`src/hdl/sbs_pkg.sv`:
```
package sbs_pkg;

  // Fixed-point format: signed, FRAC_BITS fractional bits.
  localparam int FRAC_BITS = 16;
  localparam logic [30:0] ONE_Q = 31'(1) << FRAC_BITS;

  // The unit vectors of pursuit have components in [-1.0, 1.0].
  localparam int UNIT_W = FRAC_BITS + 2;
  localparam int DOT_W  = 2 * FRAC_BITS + 3;

  typedef logic signed [31:0] s32_t;
  typedef logic signed [65:0] wide_t;

  localparam wide_t S32_MAX_W = 66'sh7FFFFFFF;
  localparam wide_t S32_MIN_W = -66'sh80000000;

  // Configuration register indexes.
  localparam logic [2:0] CFG_MODE             = 3'd0;
  localparam logic [2:0] CFG_MAX_SPEED        = 3'd1;
  localparam logic [2:0] CFG_MAX_FORCE        = 3'd2;
  localparam logic [2:0] CFG_MASS             = 3'd3;
  localparam logic [2:0] CFG_SLOWING_DISTANCE = 3'd4;

  // Behaviour codes held in the mode register.
  localparam logic [2:0] MODE_SEEK    = 3'd0;
  localparam logic [2:0] MODE_FLEE    = 3'd1;
  localparam logic [2:0] MODE_PURSUIT = 3'd2;
  localparam logic [2:0] MODE_EVADE   = 3'd3;
  localparam logic [2:0] MODE_ARRIVAL = 3'd4;

  localparam logic [30:0] MAX_SPEED_RST        = 31'(10) << FRAC_BITS;
  localparam logic [30:0] MAX_FORCE_RST        = 31'(1) << FRAC_BITS;
  localparam logic [30:0] MASS_RST             = 31'(1) << FRAC_BITS;
  localparam logic [30:0] SLOWING_DISTANCE_RST = 31'(100) << FRAC_BITS;

  // Status of an iterative arithmetic unit.
  typedef struct packed {
    logic busy;
    logic done;
  } unit_stat_t;

  function automatic s32_t sat32(wide_t x);
    s32_t r;
    if (x > S32_MAX_W) begin
      r = 32'sh7FFFFFFF;
    end else if (x < S32_MIN_W) begin
      r = 32'sh80000000;
    end else begin
      r = x[31:0];
    end
    return r;
  endfunction

  // Signed division by 2^FRAC_BITS, truncated toward zero.
  function automatic wide_t sdiv_pow2(wide_t x);
    wide_t bias;
    bias = x[65] ? ((wide_t'(1) <<< FRAC_BITS) - wide_t'(1)) : wide_t'(0);
    return (x + bias) >>> FRAC_BITS;
  endfunction

  function automatic logic [63:0] mag64(wide_t x);
    wide_t a;
    a = x[65] ? -x : x;
    return a[63:0];
  endfunction

  function automatic s32_t sat_diff(s32_t a, s32_t b);
    return sat32(wide_t'(a) - wide_t'(b));
  endfunction

endpackage

```
`src/hdl/sbs_div.sv`:
```
// Unsigned 64 by 32 restoring divider, one quotient bit per cycle.
module sbs_div (
  input  logic                clk,
  input  logic                rst,
  input  logic                start,
  input  logic [63:0]         num,
  input  logic [31:0]         den,
  output logic [63:0]         quo,
  output sbs_pkg::unit_stat_t stat
);

  logic [31:0] rem;
  logic [31:0] dvs;
  logic [5:0]  cnt;
  logic [32:0] rem_sh;
  logic        fits;

  assign rem_sh = {rem, quo[63]};
  assign fits   = rem_sh >= {1'b0, dvs};

  always_ff @(posedge clk) begin
    stat.done <= 1'b0;
    if (rst) begin
      stat.busy <= 1'b0;
    end else if (start) begin
      stat.busy <= 1'b1;
      rem       <= '0;
      dvs       <= den;
      quo       <= num;
      cnt       <= '0;
    end else if (stat.busy) begin
      rem <= fits ? 32'(rem_sh - {1'b0, dvs}) : rem_sh[31:0];
      quo <= {quo[62:0], fits};
      cnt <= cnt + 6'd1;
      if (cnt == 6'd63) begin
        stat.busy <= 1'b0;
        stat.done <= 1'b1;
      end
    end
  end

endmodule

```
`config.mk`:
```
export PLATFORM = sky130hd
export DESIGN_NAME = sbs_div
export DESIGN_NICKNAME = d
export VERILOG_FILES = /design/src/hdl/sbs_pkg.sv /design/src/hdl/sbs_div.sv
export SDC_FILE = /design/constraint.sdc
export NUM_CORES = 1
export LEC_CHECK = 0
export BUFFER_PORTS_ARGS = -buffer_cell sky130_fd_sc_hd__buf_2
export CAP_MARGIN = 25
export CORE_MARGIN = 2
export CORE_UTILIZATION = 40
export CTS_CLUSTER_DIAMETER = 80
export DETAILED_ROUTE_END_ITERATION = 12
export PLACE_DENSITY = 0.62
export SLEW_MARGIN = 40
export SYNTH_ARGS = -nofsm -noshare
export SYNTH_HDL_FRONTEND = slang
export SYNTH_SLANG_ARGS = --single-unit
```
`constraint.sdc`:
```
create_clock -name clk -period 9.33 [get_ports clk]
set_input_delay 1.866 -clock clk [delete_from_list [all_inputs] [get_ports clk]]
set_output_delay 1.866 -clock clk [all_outputs]
set_load 0.005 [all_outputs]
```
# After elaboration in Yosys (flattened, before gate mapping)
# Index checks and enable logic that the tools add are counted.
[op_classes]
add_sub_neg = 2
n_mul = 0
div = 0
order_cmp = 1
eq_ne = 1
n_shift = 0
muxes = 8
bitwise = 2
reduce_logical = 4
[op_table]
columns = ["op", "n"]
rows = [
  ["$mux 64", 2],
  ["$mux 32", 2],
  ["$ge 33x32->1", 1],
  ["$sub 32x32->32", 1],
  ["$add 6x1->6 const B", 1],
  ["$eq 6x6->1 const B", 1],
  ["$mux 6", 1],
  ["$mux 2", 2],
  ["$reduce_and 2->1", 2],
  ["$reduce_or 3->1", 1],
  ["$not 1->1", 2],
  ["$reduce_bool 2->1", 1],
  ["$mux 1", 1],
]
[totals]
reg_bits = 136
latch_bits = 0
ramBits = 0
rom_bits = 0
in_bits = 99
out_inout_bits = 66
wordCells = 24
memories = 0

# Logic depth before layout (Yosys ltp)
[depth]
ltp_word = 4
ltp_mapped = 13

# Worst setup path before layout
# No wires, ideal clock.
[synth_path]
path_kind = "input port to flip-flop"
from = "input port start"
to = "register cnt[0], enable pin"
setup_ps = 564
arrival_ps = 6846
t_required_ps = 8766
slack_ps = 1920
path_stages = 4
n_path_buf = 2
path_cell_list = "buf_1 -> buf_1 -> nor2_1 -> nor2_1"
[synth_via]
elab_chain_cells = 2
[synth_rtl]
columns = ["element", "line", "source"]
rows = [
  ["start: declaration", "sbs_div.sv:5", "input logic start,"],
  ["$reduce_bool 2->1 (no source line)", "n/a", ""],
  ["$reduce_and 2->1 (no source line)", "n/a", ""],
  ["end signal: assignment", "sbs_div.sv:34", "cnt <= cnt + 6'd1;"],
  ["end: declaration", "sbs_div.sv:14", "logic [5:0] cnt;"],
]
# No other way between the ends.
# A chain may end at the register's enable or synchronous reset.

# Worst setup path in the final report
[layout_path]
from = "register rem[17]"
to = "register quo[0], data pin"
[layout_via]
elab_chain_cells = 3
[layout_rtl]
columns = ["element", "line", "source"]
rows = [
  ["start: declaration", "sbs_div.sv:12", "logic [31:0] rem;"],
  ["start signal: assignment", "sbs_div.sv:32", "rem <= fits ? 32'(rem_sh - {1'b0, dvs}) : rem_sh[31:0];"],
  ["$ge 33x32->1", "sbs_div.sv:19", "assign fits = rem_sh >= {1'b0, dvs};"],
  ["$mux 64", "sbs_div.sv:31", "end else if (stat.busy) begin"],
  ["$mux 64", "sbs_div.sv:25", "end else if (start) begin"],
  ["end signal: assignment", "sbs_div.sv:29", "quo <= num;"],
  ["end signal: assignment", "sbs_div.sv:33", "quo <= {quo[62:0], fits};"],
  ["end: declaration", "sbs_div.sv:8", "output logic [63:0] quo,"],
]
# No other way between the ends. The select of a mux whose other input is x is not followed.

==> results.sh <==
export IMPL_multiInputGateArea_um2=3280
export IMPL_final_util_pct=49.5
export IMPL_ctsResizeCount=0
export IMPL_wl_per_cell_um=17.9
export IMPL_synth_top_cell_by_area="edfxtp_1"
export IMPL_die_height_um=142
export IMPL_design_area_um2=9250
export IMPL_synth_edf_count=134
export IMPL_syn_area_per_cell_um2=11.7
export IMPL_rsz0062_at_grt="false"
export IMPL_total_power_mw=1.82
export IMPL_grt_max_degree=86
export IMPL_num_vias=5676
export IMPL_worstSetupPathType="flip-flop to flip-flop"
export IMPL_p_seq_share_pct=41.6
export IMPL_required_ns=9.51
export IMPL_final_cell_mix="buf_2, edfxtp_1, mux2_2, a21oi_1, inv_1"
export IMPL_fin_tns_setup_ns=0
export IMPL_ff2ff_path_depth=9
export IMPL_clkPwrFrac_pct=37.4
export IMPL_dr_pass1_iters=5
export IMPL_swShare_pct=28.8
export IMPL_synth_top_area_share_pct=52.9
export IMPL_power_leakage_nw=3.70
export IMPL_crit_end="quo[0]"
export IMPL_path_clk_slew_ns=0.06
export IMPL_syn_inst=653
export IMPL_area_growth_pct=21.6
export IMPL_min_period_ns=3.65
export IMPL_synth_seq_area_share_pct=53.4
export IMPL_h_tree_depth=4
export IMPL_yosysWarnings=0
export IMPL_slew_headroom_pct=45.9
export IMPL_path_max_fanout=25
export IMPL_timing_final_ws_setup_ns=5.68
export IMPL_core_um2=18700
export IMPL_peakVddDrop_uv=124
export IMPL_cts_buffers=17
export IMPL_dpl_worst_slack_ns=5.30
export IMPL_p_switching_uw=525
export IMPL_tightest_slew_ns=0.811
export IMPL_max_freq_ghz=0.274
export IMPL_power_frac_comb_pct=21.1
export IMPL_grt_pass1_vias=5796
export IMPL_ios=165
export IMPL_seq_area_um2=4060
export IMPL_ys_types=57
export IMPL_status="finished, final reports clean"
export IMPL_cp_end_kind="flip-flop"
export IMPL_die_area_um2=20100
export IMPL_fin_crit_sh_pct=39.1
export IMPL_p_int_mw=1.30
export IMPL_r2r_slack_ns=5.68
export IMPL_drtIter0Drc=342
export IMPL_finClkSkew_ns=0.0127
export IMPL_nets=943
export IMPL_grt_usage_pct=19.4
export IMPL_critical_path_startpoint="rem[17]"
export IMPL_power_density_nw_per_um2=197
export IMPL_portBuffers=164
export IMPL_grt_pass1_wl_um=30300
export IMPL_hpwlAfterDp_um=13500
export IMPL_synthFlopType="edfxtp_1"
export IMPL_clock_sinks=136
export IMPL_synth_nets=786
export IMPL_cts_tree="done"
export IMPL_syn_area_um2=7610
export IMPL_setup_violations_final=0
export IMPL_final_antenna_net_count=0
export IMPL_yosys_top_cells_area="edfxtp_1, mux2_2, ha_1"
export IMPL_cp_arrival_ns=3.83
export IMPL_cts_root_buf="clkbuf_16"
export IMPL_routed_via_density=5.36
export IMPL_worstHoldPathType="flip-flop to flip-flop"
export IMPL_gp_congestion=0.827
export IMPL_num_rows=50
export IMPL_n_fill_cell=1745
export IMPL_post_cts_buffers=0
export IMPL_max_cap_violations=0
export IMPL_final_common_cell="buf_2"
export IMPL_drv_slew=0
export IMPL_overflow=0
export IMPL_hold_viol=0
export IMPL_async_flop_share_pct=0
export IMPL_antenna_found_initial=3
export IMPL_cp_start_kind="flip-flop"
export IMPL_rr_endpoint="quo[0]"
export IMPL_ctsHoldBuffers=0
export IMPL_drive_above_1_share_pct=34.4
export IMPL_cts_buffer_depth=2
export IMPL_clock_latency_ns=0.43
export IMPL_ys_ff_latch=136
export IMPL_start_util_pct=40.7
export IMPL_die_w_um=142
export IMPL_drc=0
export IMPL_wl_um=19000
export IMPL_dpl_cell_area_um2=8660
export IMPL_timing_rr_start="rem[17]"
[sequential cells by signal, summed over array words and instances (netlist names)]
register,cells
cnt,6
dvs,32
quo,64
rem,32
stat,2
[worst max-delay path, cell delays in order, from the launching register on]
cell,delay [ns]
edfxtp_1,0.39
ha_1,0.44
a21o_1,0.22
a31o_1,0.22
a211oi_1,0.24
o21ai_1,0.15
o21ai_4,0.22
a211o_2,0.54
nand2_1,0.53
mux2_2,0.43
[worst min path at each step]
stage | from | end | slack [ns] | cells past startpoint
floorplan | stat[1] | stat[0] | 0.49 | 1
global placement | stat[1] | stat[0] | 0.52 | 1
detailed placement | stat[1] | stat[0] | 0.53 | 1
CTS | stat[1] | stat[0] | 0.54 | 1
global route | stat[1] | stat[0] | 0.55 | 1
finish | stat[1] | stat[0] | 0.53 | 1
[cells in the mapped netlist, types with 11 or more instances]
library cell  count
nand2_1          30
o21ai_0          26
a21o_1           16
clkbuf_1         11
nor3_1           12
a21oi_1          51
mux2_2           64
inv_1            40
o21ai_1          12
nand3_1          38
xnor2_1          14
nor2_1           32
ha_1             33
edfxtp_1        134
[per-layer routing]
metal  wire length, um  GRT usage [%]  up-vias
li1                  -              -     2797
met1              8180           23.9     2677
met2              8980           32.0      180
met3              1520           7.47       18
met4               243           5.47        4
met5                30              0        -
[cells by family after synthesis]
kind of cell	share of synthesized area [%]
AOI/OAI and AO/OA	14.6
and+or+nand+nor	10.3
DFF	53.4
buffers and inverters	3.85
muxes	9.47
adders and majority gates	5.69
xor gates and xnor gates	2.65
[stage by stage]
step	hold slack (ns)	cells
after detailed placement	0.528	1025
after CTS	0.536	1057
after global routing	0.547	1057
final	0.532	1059
after floorplan	0.490	653
after global placement	0.520	1024
[power by group through the flow]
stage                     sequential (mW)  clock [mW]  combinational (mW)
after floorplan                     0.769           0               0.274
final                               0.757       0.680               0.383
after global placement              0.769           0               0.379
after detailed placement            0.769           0               0.382
after global routing                0.763       0.717               0.427
after CTS                           0.757       0.696               0.384
[layout make-up]
type	instances	share of cell area [%]
Multi-Input combinational cell	446	35.4
Tap cell	234	3.16
Clock buffer	17	4.60
Timing Repair Buffer	169	9.47
Sequential cell	136	43.9
Antenna cell	2	0.0541
Inverter	40	1.62
Clock inverter	15	1.76
Power figures use the tool's default switching activity.
