### config.mk
export PLATFORM = sky130hd
export DESIGN_NAME = sbs_sqrt
export DESIGN_NICKNAME = d
export VERILOG_FILES = /design/src/hdl/sbs_pkg.sv /design/src/hdl/sbs_sqrt.sv
export SDC_FILE = /design/constraint.sdc
export NUM_CORES = 1
export LEC_CHECK = 0
export BUFFER_PORTS_ARGS = -buffer_cell sky130_fd_sc_hd__buf_2
export CORE_MARGIN = 2
export CORE_UTILIZATION = 55
export CTS_BUF_LIST = sky130_fd_sc_hd__clkbuf_16
export DETAILED_ROUTE_END_ITERATION = 7
export PLACE_DENSITY = 0.76
export SLEW_MARGIN = 20
export SYNTH_ARGS = -nofsm -noshare
export SYNTH_HDL_FRONTEND = slang
export SYNTH_SLANG_ARGS = --single-unit
### constraint.sdc
create_clock -name clk -period 9.3 [get_ports clk]
set_input_delay 1.86 -clock clk [delete_from_list [all_inputs] [get_ports clk]]
set_output_delay 1.86 -clock clk [all_outputs]
set_load 0.03 [all_outputs]
### src/hdl/sbs_pkg.sv
package sbs_pkg;

  // Fixed-point format: signed, FRAC_BITS fractional bits.
  localparam int FRAC_BITS = 16;
  localparam logic [30:0] ONE_Q = 31'(1) << FRAC_BITS;

  // The unit vectors of pursuit have components in [-1.0, 1.0].
  localparam int UNIT_W = FRAC_BITS + 2;
  localparam int DOT_W  = 2 * FRAC_BITS + 3;

  typedef logic signed [31:0] s32_t;
  typedef logic signed [65:0] wide_t;

  localparam wide_t S32_MAX_W = 66'sh7FFFFFFF;
  localparam wide_t S32_MIN_W = -66'sh80000000;

  // Configuration register indexes.
  localparam logic [2:0] CFG_MODE             = 3'd0;
  localparam logic [2:0] CFG_MAX_SPEED        = 3'd1;
  localparam logic [2:0] CFG_MAX_FORCE        = 3'd2;
  localparam logic [2:0] CFG_MASS             = 3'd3;
  localparam logic [2:0] CFG_SLOWING_DISTANCE = 3'd4;

  // Behaviour codes held in the mode register.
  localparam logic [2:0] MODE_SEEK    = 3'd0;
  localparam logic [2:0] MODE_FLEE    = 3'd1;
  localparam logic [2:0] MODE_PURSUIT = 3'd2;
  localparam logic [2:0] MODE_EVADE   = 3'd3;
  localparam logic [2:0] MODE_ARRIVAL = 3'd4;

  localparam logic [30:0] MAX_SPEED_RST        = 31'(10) << FRAC_BITS;
  localparam logic [30:0] MAX_FORCE_RST        = 31'(1) << FRAC_BITS;
  localparam logic [30:0] MASS_RST             = 31'(1) << FRAC_BITS;
  localparam logic [30:0] SLOWING_DISTANCE_RST = 31'(100) << FRAC_BITS;

  // Status of an iterative arithmetic unit.
  typedef struct packed {
    logic busy;
    logic done;
  } unit_stat_t;

  function automatic s32_t sat32(wide_t x);
    s32_t r;
    if (x > S32_MAX_W) begin
      r = 32'sh7FFFFFFF;
    end else if (x < S32_MIN_W) begin
      r = 32'sh80000000;
    end else begin
      r = x[31:0];
    end
    return r;
  endfunction

  // Signed division by 2^FRAC_BITS, truncated toward zero.
  function automatic wide_t sdiv_pow2(wide_t x);
    wide_t bias;
    bias = x[65] ? ((wide_t'(1) <<< FRAC_BITS) - wide_t'(1)) : wide_t'(0);
    return (x + bias) >>> FRAC_BITS;
  endfunction

  function automatic logic [63:0] mag64(wide_t x);
    wide_t a;
    a = x[65] ? -x : x;
    return a[63:0];
  endfunction

  function automatic s32_t sat_diff(s32_t a, s32_t b);
    return sat32(wide_t'(a) - wide_t'(b));
  endfunction

endpackage

### src/hdl/sbs_sqrt.sv
// Integer square root of a 64-bit value, two radicand bits per cycle.
module sbs_sqrt (
  input  logic                clk,
  input  logic                rst,
  input  logic                start,
  input  logic [63:0]         rad,
  output logic [31:0]         root,
  output sbs_pkg::unit_stat_t stat
);

  logic [63:0] x;
  logic [63:0] res;
  logic [63:0] bitv;
  logic [4:0]  cnt;
  logic [63:0] trial;

  assign trial = res + bitv;
  assign root  = res[31:0];

  always_ff @(posedge clk) begin
    stat.done <= 1'b0;
    if (rst) begin
      stat.busy <= 1'b0;
    end else if (start) begin
      stat.busy <= 1'b1;
      x         <= rad;
      res       <= '0;
      bitv      <= 64'(1) << 62;
      cnt       <= '0;
    end else if (stat.busy) begin
      if (x >= trial) begin
        x   <= x - trial;
        res <= (res >> 1) + bitv;
      end else begin
        res <= res >> 1;
      end
      bitv <= bitv >> 2;
      cnt  <= cnt + 5'd1;
      if (cnt == 5'd31) begin
        stat.busy <= 1'b0;
        stat.done <= 1'b1;
      end
    end
  end

endmodule

### Word level (Yosys, flattened, before mapping)

Cells that the tools add are included.

* flip-flop bits (word level): 167
* bits of input ports: 67

* add/sub/neg operators: 4
* $lt $le $gt $ge: 1
* equality and inequality tests: 1
* mux-type cells: 10
* bitwise operators: 2
* reductions and logical operators: 5

Operators with widths (number)
* $mux 64: 5
* $add 63x63->64: 1
* $add 64x63->64: 1
* $ge 64x64->1: 1
* $sub 64x64->64: 1
* $mux 63: 1
* $add 5x1->5 const B: 1
* $eq 5x5->1 const B: 1
* $mux 5: 1
* $mux 2: 2
* $reduce_bool 2->1: 2
* $reduce_and 3->1: 1
* $reduce_or 3->1: 1
* $not 1->1: 2
* $reduce_and 2->1: 1
* $mux 1: 1

### Longest topological paths before layout

* depth after elaboration: 5
* depth in mapped cells: 26

### Least setup slack after synthesis

Ideal clock, no wire load.

* path type: input-to-reg
* from: in start
* to: reg x[0] (enable)
* library setup time: 427 ps
* arrival time: 8489 ps
* data required time: 8873 ps
* slack: 385 ps
* cell stages on the path: 5
* buffers on the path: 2
* path through: clkbuf_1 -> clkbuf_1 -> nor2_1 -> nor2_1 -> o21a_1

* cells in the longest elaborated chain, start to end: 2
* elaborated cells between the ends (all ways): 3

Ends and longest elaborated chain
* from (decl): RTL line sbs_sqrt.sv:5 `input logic start,`
* $reduce_bool 2->1 (no source line)
* $reduce_and 3->1 (no source line) *
* to (signal assigned): RTL line sbs_sqrt.sv:26 `x <= rad;`
* to (signal assigned): RTL line sbs_sqrt.sv:32 `x <= x - trial;`
* to (decl): RTL line sbs_sqrt.sv:11 `logic [63:0] x;`

Mark *: on every way between the ends. The rest lies on a longest branch, timed or not.
A chain may end at the register's enable or synchronous reset.

### Worst setup path in the final report

* from: reg res[6]
* to: reg x[55] (enable)

* cells in the longest elaborated chain, start to end: 4

Ends and longest elaborated chain
* from (decl): RTL line sbs_sqrt.sv:12 `logic [63:0] res;`
* from (signal assigned): RTL line sbs_sqrt.sv:33 `res <= (res >> 1) + bitv;`
* from (signal assigned): RTL line sbs_sqrt.sv:35 `res <= res >> 1;`
* $add 64x63->64: RTL line sbs_sqrt.sv:17 `assign trial = res + bitv;`
* $ge 64x64->1: RTL line sbs_sqrt.sv:31 `if (x >= trial) begin`
* $reduce_bool 2->1 (no source line)
* $reduce_and 3->1 (no source line)

Every way passes these cells.

==> flow_metrics.env <==
export IMPL_antenna_cells=0
export IMPL_place_congestion=0.925
export IMPL_yosysTopAreaCellShare_pct=31.5
export IMPL_drt_iter0_markers=1695
export IMPL_postRouteAntennaNets=0
export IMPL_grt_pass1_vias=13000
export IMPL_drive_gt1_share_pct=9.25
export IMPL_netlist_area_sq_um=15700
export IMPL_synth_edf_count=165
export IMPL_ir_drop_v=0.000146
export IMPL_netSwitchingPower_uw=1460
export IMPL_ctsHtreeMaxLevel=4
export IMPL_antenna_found_initial=0
export IMPL_dp_slack_ps=2680
export IMPL_via_count=14200
export IMPL_ys_seq_area_share_pct=31.7
export IMPL_grt_max_degree=83
export IMPL_grt_pass1_wl_mm=67.4
export IMPL_slowest_delay_ps=720
export IMPL_leakagePower_uw=0.00654
export IMPL_totalWireLength_mm=42.5
export IMPL_crit_family="compound AO/OA/AOI/OAI gates"
export IMPL_port_buffers=100
export IMPL_period_minus_slack_ps=6680
export IMPL_dp_final_hpwl_mm=32.3
export IMPL_synthTopCellsByCount="nand2_1, edfxtp_1, nor2_1"
export IMPL_p_clk_share_pct=22.2
export IMPL_drv_slew=0
export IMPL_final_nets=2068
export IMPL_ys_warnings_count=0
export IMPL_syn_num_nets=2053
export IMPL_status="completed"
export IMPL_synth_top_cell_by_area="edfxtp_1"
export IMPL_via_per_inst=6.30
export IMPL_critPathSlowestCell="o21a_2"
export IMPL_die_area_sq_um=30000
export IMPL_seqPwrFrac_pct=30.5
export IMPL_fin_ws_ps=2620
export IMPL_wire_per_inst_um=18.8
export IMPL_finalCritPeriodShare_pct=71.8
export IMPL_die_y_um=173
export IMPL_cts_hold_buffers_added=0
export IMPL_clk_pin_slew_ps=70
export IMPL_syn2layout_area_growth_pct=7.12
export IMPL_worst_pin_slew_ps=901
export IMPL_drt_pass1_iterations=6
export IMPL_crit_path_end_kind="flop"
export IMPL_clk_latency_ps=460
export IMPL_initial_core_util_pct=56.2
export IMPL_crit_path_start_kind="flop"
export IMPL_cap_violations=0
export IMPL_ys_top_cells_by_area="edfxtp_1, ha_1, xor2_1"
export IMPL_fmax_mhz=150
export IMPL_synth_cells=1853
export IMPL_min_path_type="reg -> reg"
export IMPL_synth_ff_type="edfxtp_1"
export IMPL_synth_async_reset_ratio_pct=0
export IMPL_worstPathMaxFanout=34
export IMPL_internal_power_uw=2030
export IMPL_cp_cell_sequence="ha_1, nand4_1, o31ai_2, a31oi_1, o31ai_2, a31oi_1, o41ai_2, a21oi_1, nor2_1, a21oi_1, xor2_1, ha_1, nand2_1, nor2_1, nand2_1, nor3_1, inv_1, o221ai_1, a41o_2, o21a_2, buf_4"
export IMPL_overflow=0
export IMPL_max_slew_margin_rel_pct=39.9
export IMPL_cts_buffer_depth=2
export IMPL_fillers=2480
export IMPL_setup_tns_ps=0
export IMPL_die_width_um=173
export IMPL_track_usage_pct=27.8
export IMPL_finalHoldViolations=0
export IMPL_rsz0062_at_grt="false"
export IMPL_cp_num_buf_inv=2
export IMPL_row_count=61
export IMPL_syn_area_per_cell_sq_um=8.49
export IMPL_synth_most_common_cell="nand2_1"
export IMPL_route_detailed_drc=0
export IMPL_yosysUniqueCellTypes=83
export IMPL_clock_sinks=167
export IMPL_synth_seq_cells=167
export IMPL_coreArea_sq_um=28000
export IMPL_postCtsSetupRepairBufs=0
export IMPL_cts_made_buffers=17
export IMPL_power_density_nw_per_um2=207
export IMPL_setup_viol=0
export IMPL_switching_share_pct=41.8
export IMPL_top_level_ports=101
export IMPL_combPwrFrac_pct=47.2
export IMPL_crit_type="reg -> reg"
export IMPL_finalClockSkew_ps=11.2
export IMPL_cts_root_buf="clkbuf_16"
export IMPL_ctsResizeCount=0
export IMPL_cts_tree="yes"
export IMPL_worstPathRequired_ps=9410
export IMPL_cp_arrival_ps=6790
[worst register-to-register path: stages (launching register included)]
cell      delay, ps
edfxtp_1        490
ha_1            410
nand4_1         210
o31ai_2         380
a31oi_1         240
o31ai_2         320
a31oi_1         240
o41ai_2         480
a21oi_1         230
nor2_1          130
a21oi_1          80
xor2_1          190
ha_1            370
nand2_1         160
nor2_1          210
nand2_1         120
nor3_1          330
inv_1            80
o221ai_1        260
a41o_2          170
o21a_2          720
buf_4           510
[routing by layer]
metal | track usage, % | wire [um]
met5 | 0 | 0
met4 | 8.23 | 962
met3 | 4.29 | 3160
met2 | 41.0 | 17800
met1 | 41.8 | 20500
[logic make-up after synthesis]
logic type	share of synthesized area [%]
adder cells (fa/ha/maj)	10.6
flip-flops	31.7
multiplexers	0.0716
AND/OR/NAND/NOR	19.9
AO/OA/AOI/OAI	24.1
buffers and inverters	4.26
XOR/XNOR	9.30
[state kept, by name (all words and copies together), names as in the netlist]
register,flops
res,64
x,64
bitv,32
cnt,5
stat,2
[per-stage QoR]
| step | area [sq um] | util, % | total power (uW) | hold WS, ps | instances |
|---|---|---|---|---|---|
| CTS | 16900 | 60.2 | 3460 | 538 | 2259 |
| global placement | 16200 | 57.9 | 2650 | 505 | 2227 |
| global route | 16900 | 60.2 | 3710 | 544 | 2259 |
| detailed placement | 16200 | 57.9 | 2680 | 519 | 2227 |
| floorplan | 15700 | - | 2330 | 563 | 1853 |
| finish | 16900 | 60.2 | 3490 | 534 | 2259 |
[layout make-up]
cell class,instances,area (sq um),share of cell area [%]
well taps,378,473,2.81
clock buffers,17,425,2.52
clock inverters,15,211,1.25
repair buffers,108,567,3.36
multi-input cells,1546,10100,59.8
inverters,28,105,0.624
flip-flops and latches,167,4990,29.6
[worst paths after layout]
kind | startpoint | to | slack (ps) | cells after the start
worst max-delay path | res[6] | x[55] | 2620 | 21
worst min-delay path | stat[1] | stat[0] | 530 | 1
worst max register to register | res[6] | x[55] | 2620 | 21
worst min register to register | stat[1] | stat[0] | 530 | 1
[placed cells by master, fill, tap and decap left out, types with 12 or more instances in the layout]
cell and instances:
and2_1 17, nand4_1 32, xnor2_1 64, a31oi_1 67
a211oi_1 24, nand2b_1 12, and3_1 21, nor2b_1 58
ha_1 132, xor2_1 103, a21oi_1 119, clkbuf_16 17
o21a_1 13, nand2_1 239, a21o_1 49, nand3_1 37
edfxtp_1 165, buf_2 99, o21ai_0 123, o21ai_1 44
or3_1 17, o21bai_1 35, o31ai_1 13, nor3_1 34
inv_1 29, nor2_1 151
[power by group through the flow]
| stage | combinational, uW | sequential (uW) | clock [uW] |
|---|---|---|---|
| global placement | 1580 | 1070 | 0 |
| finish | 1650 | 1060 | 775 |
| global route | 1820 | 1070 | 817 |
| CTS | 1620 | 1060 | 786 |
| floorplan | 1300 | 1030 | 0 |
| detailed placement | 1610 | 1070 | 0 |
No activity file was read; power rests on OpenSTA's default activity.
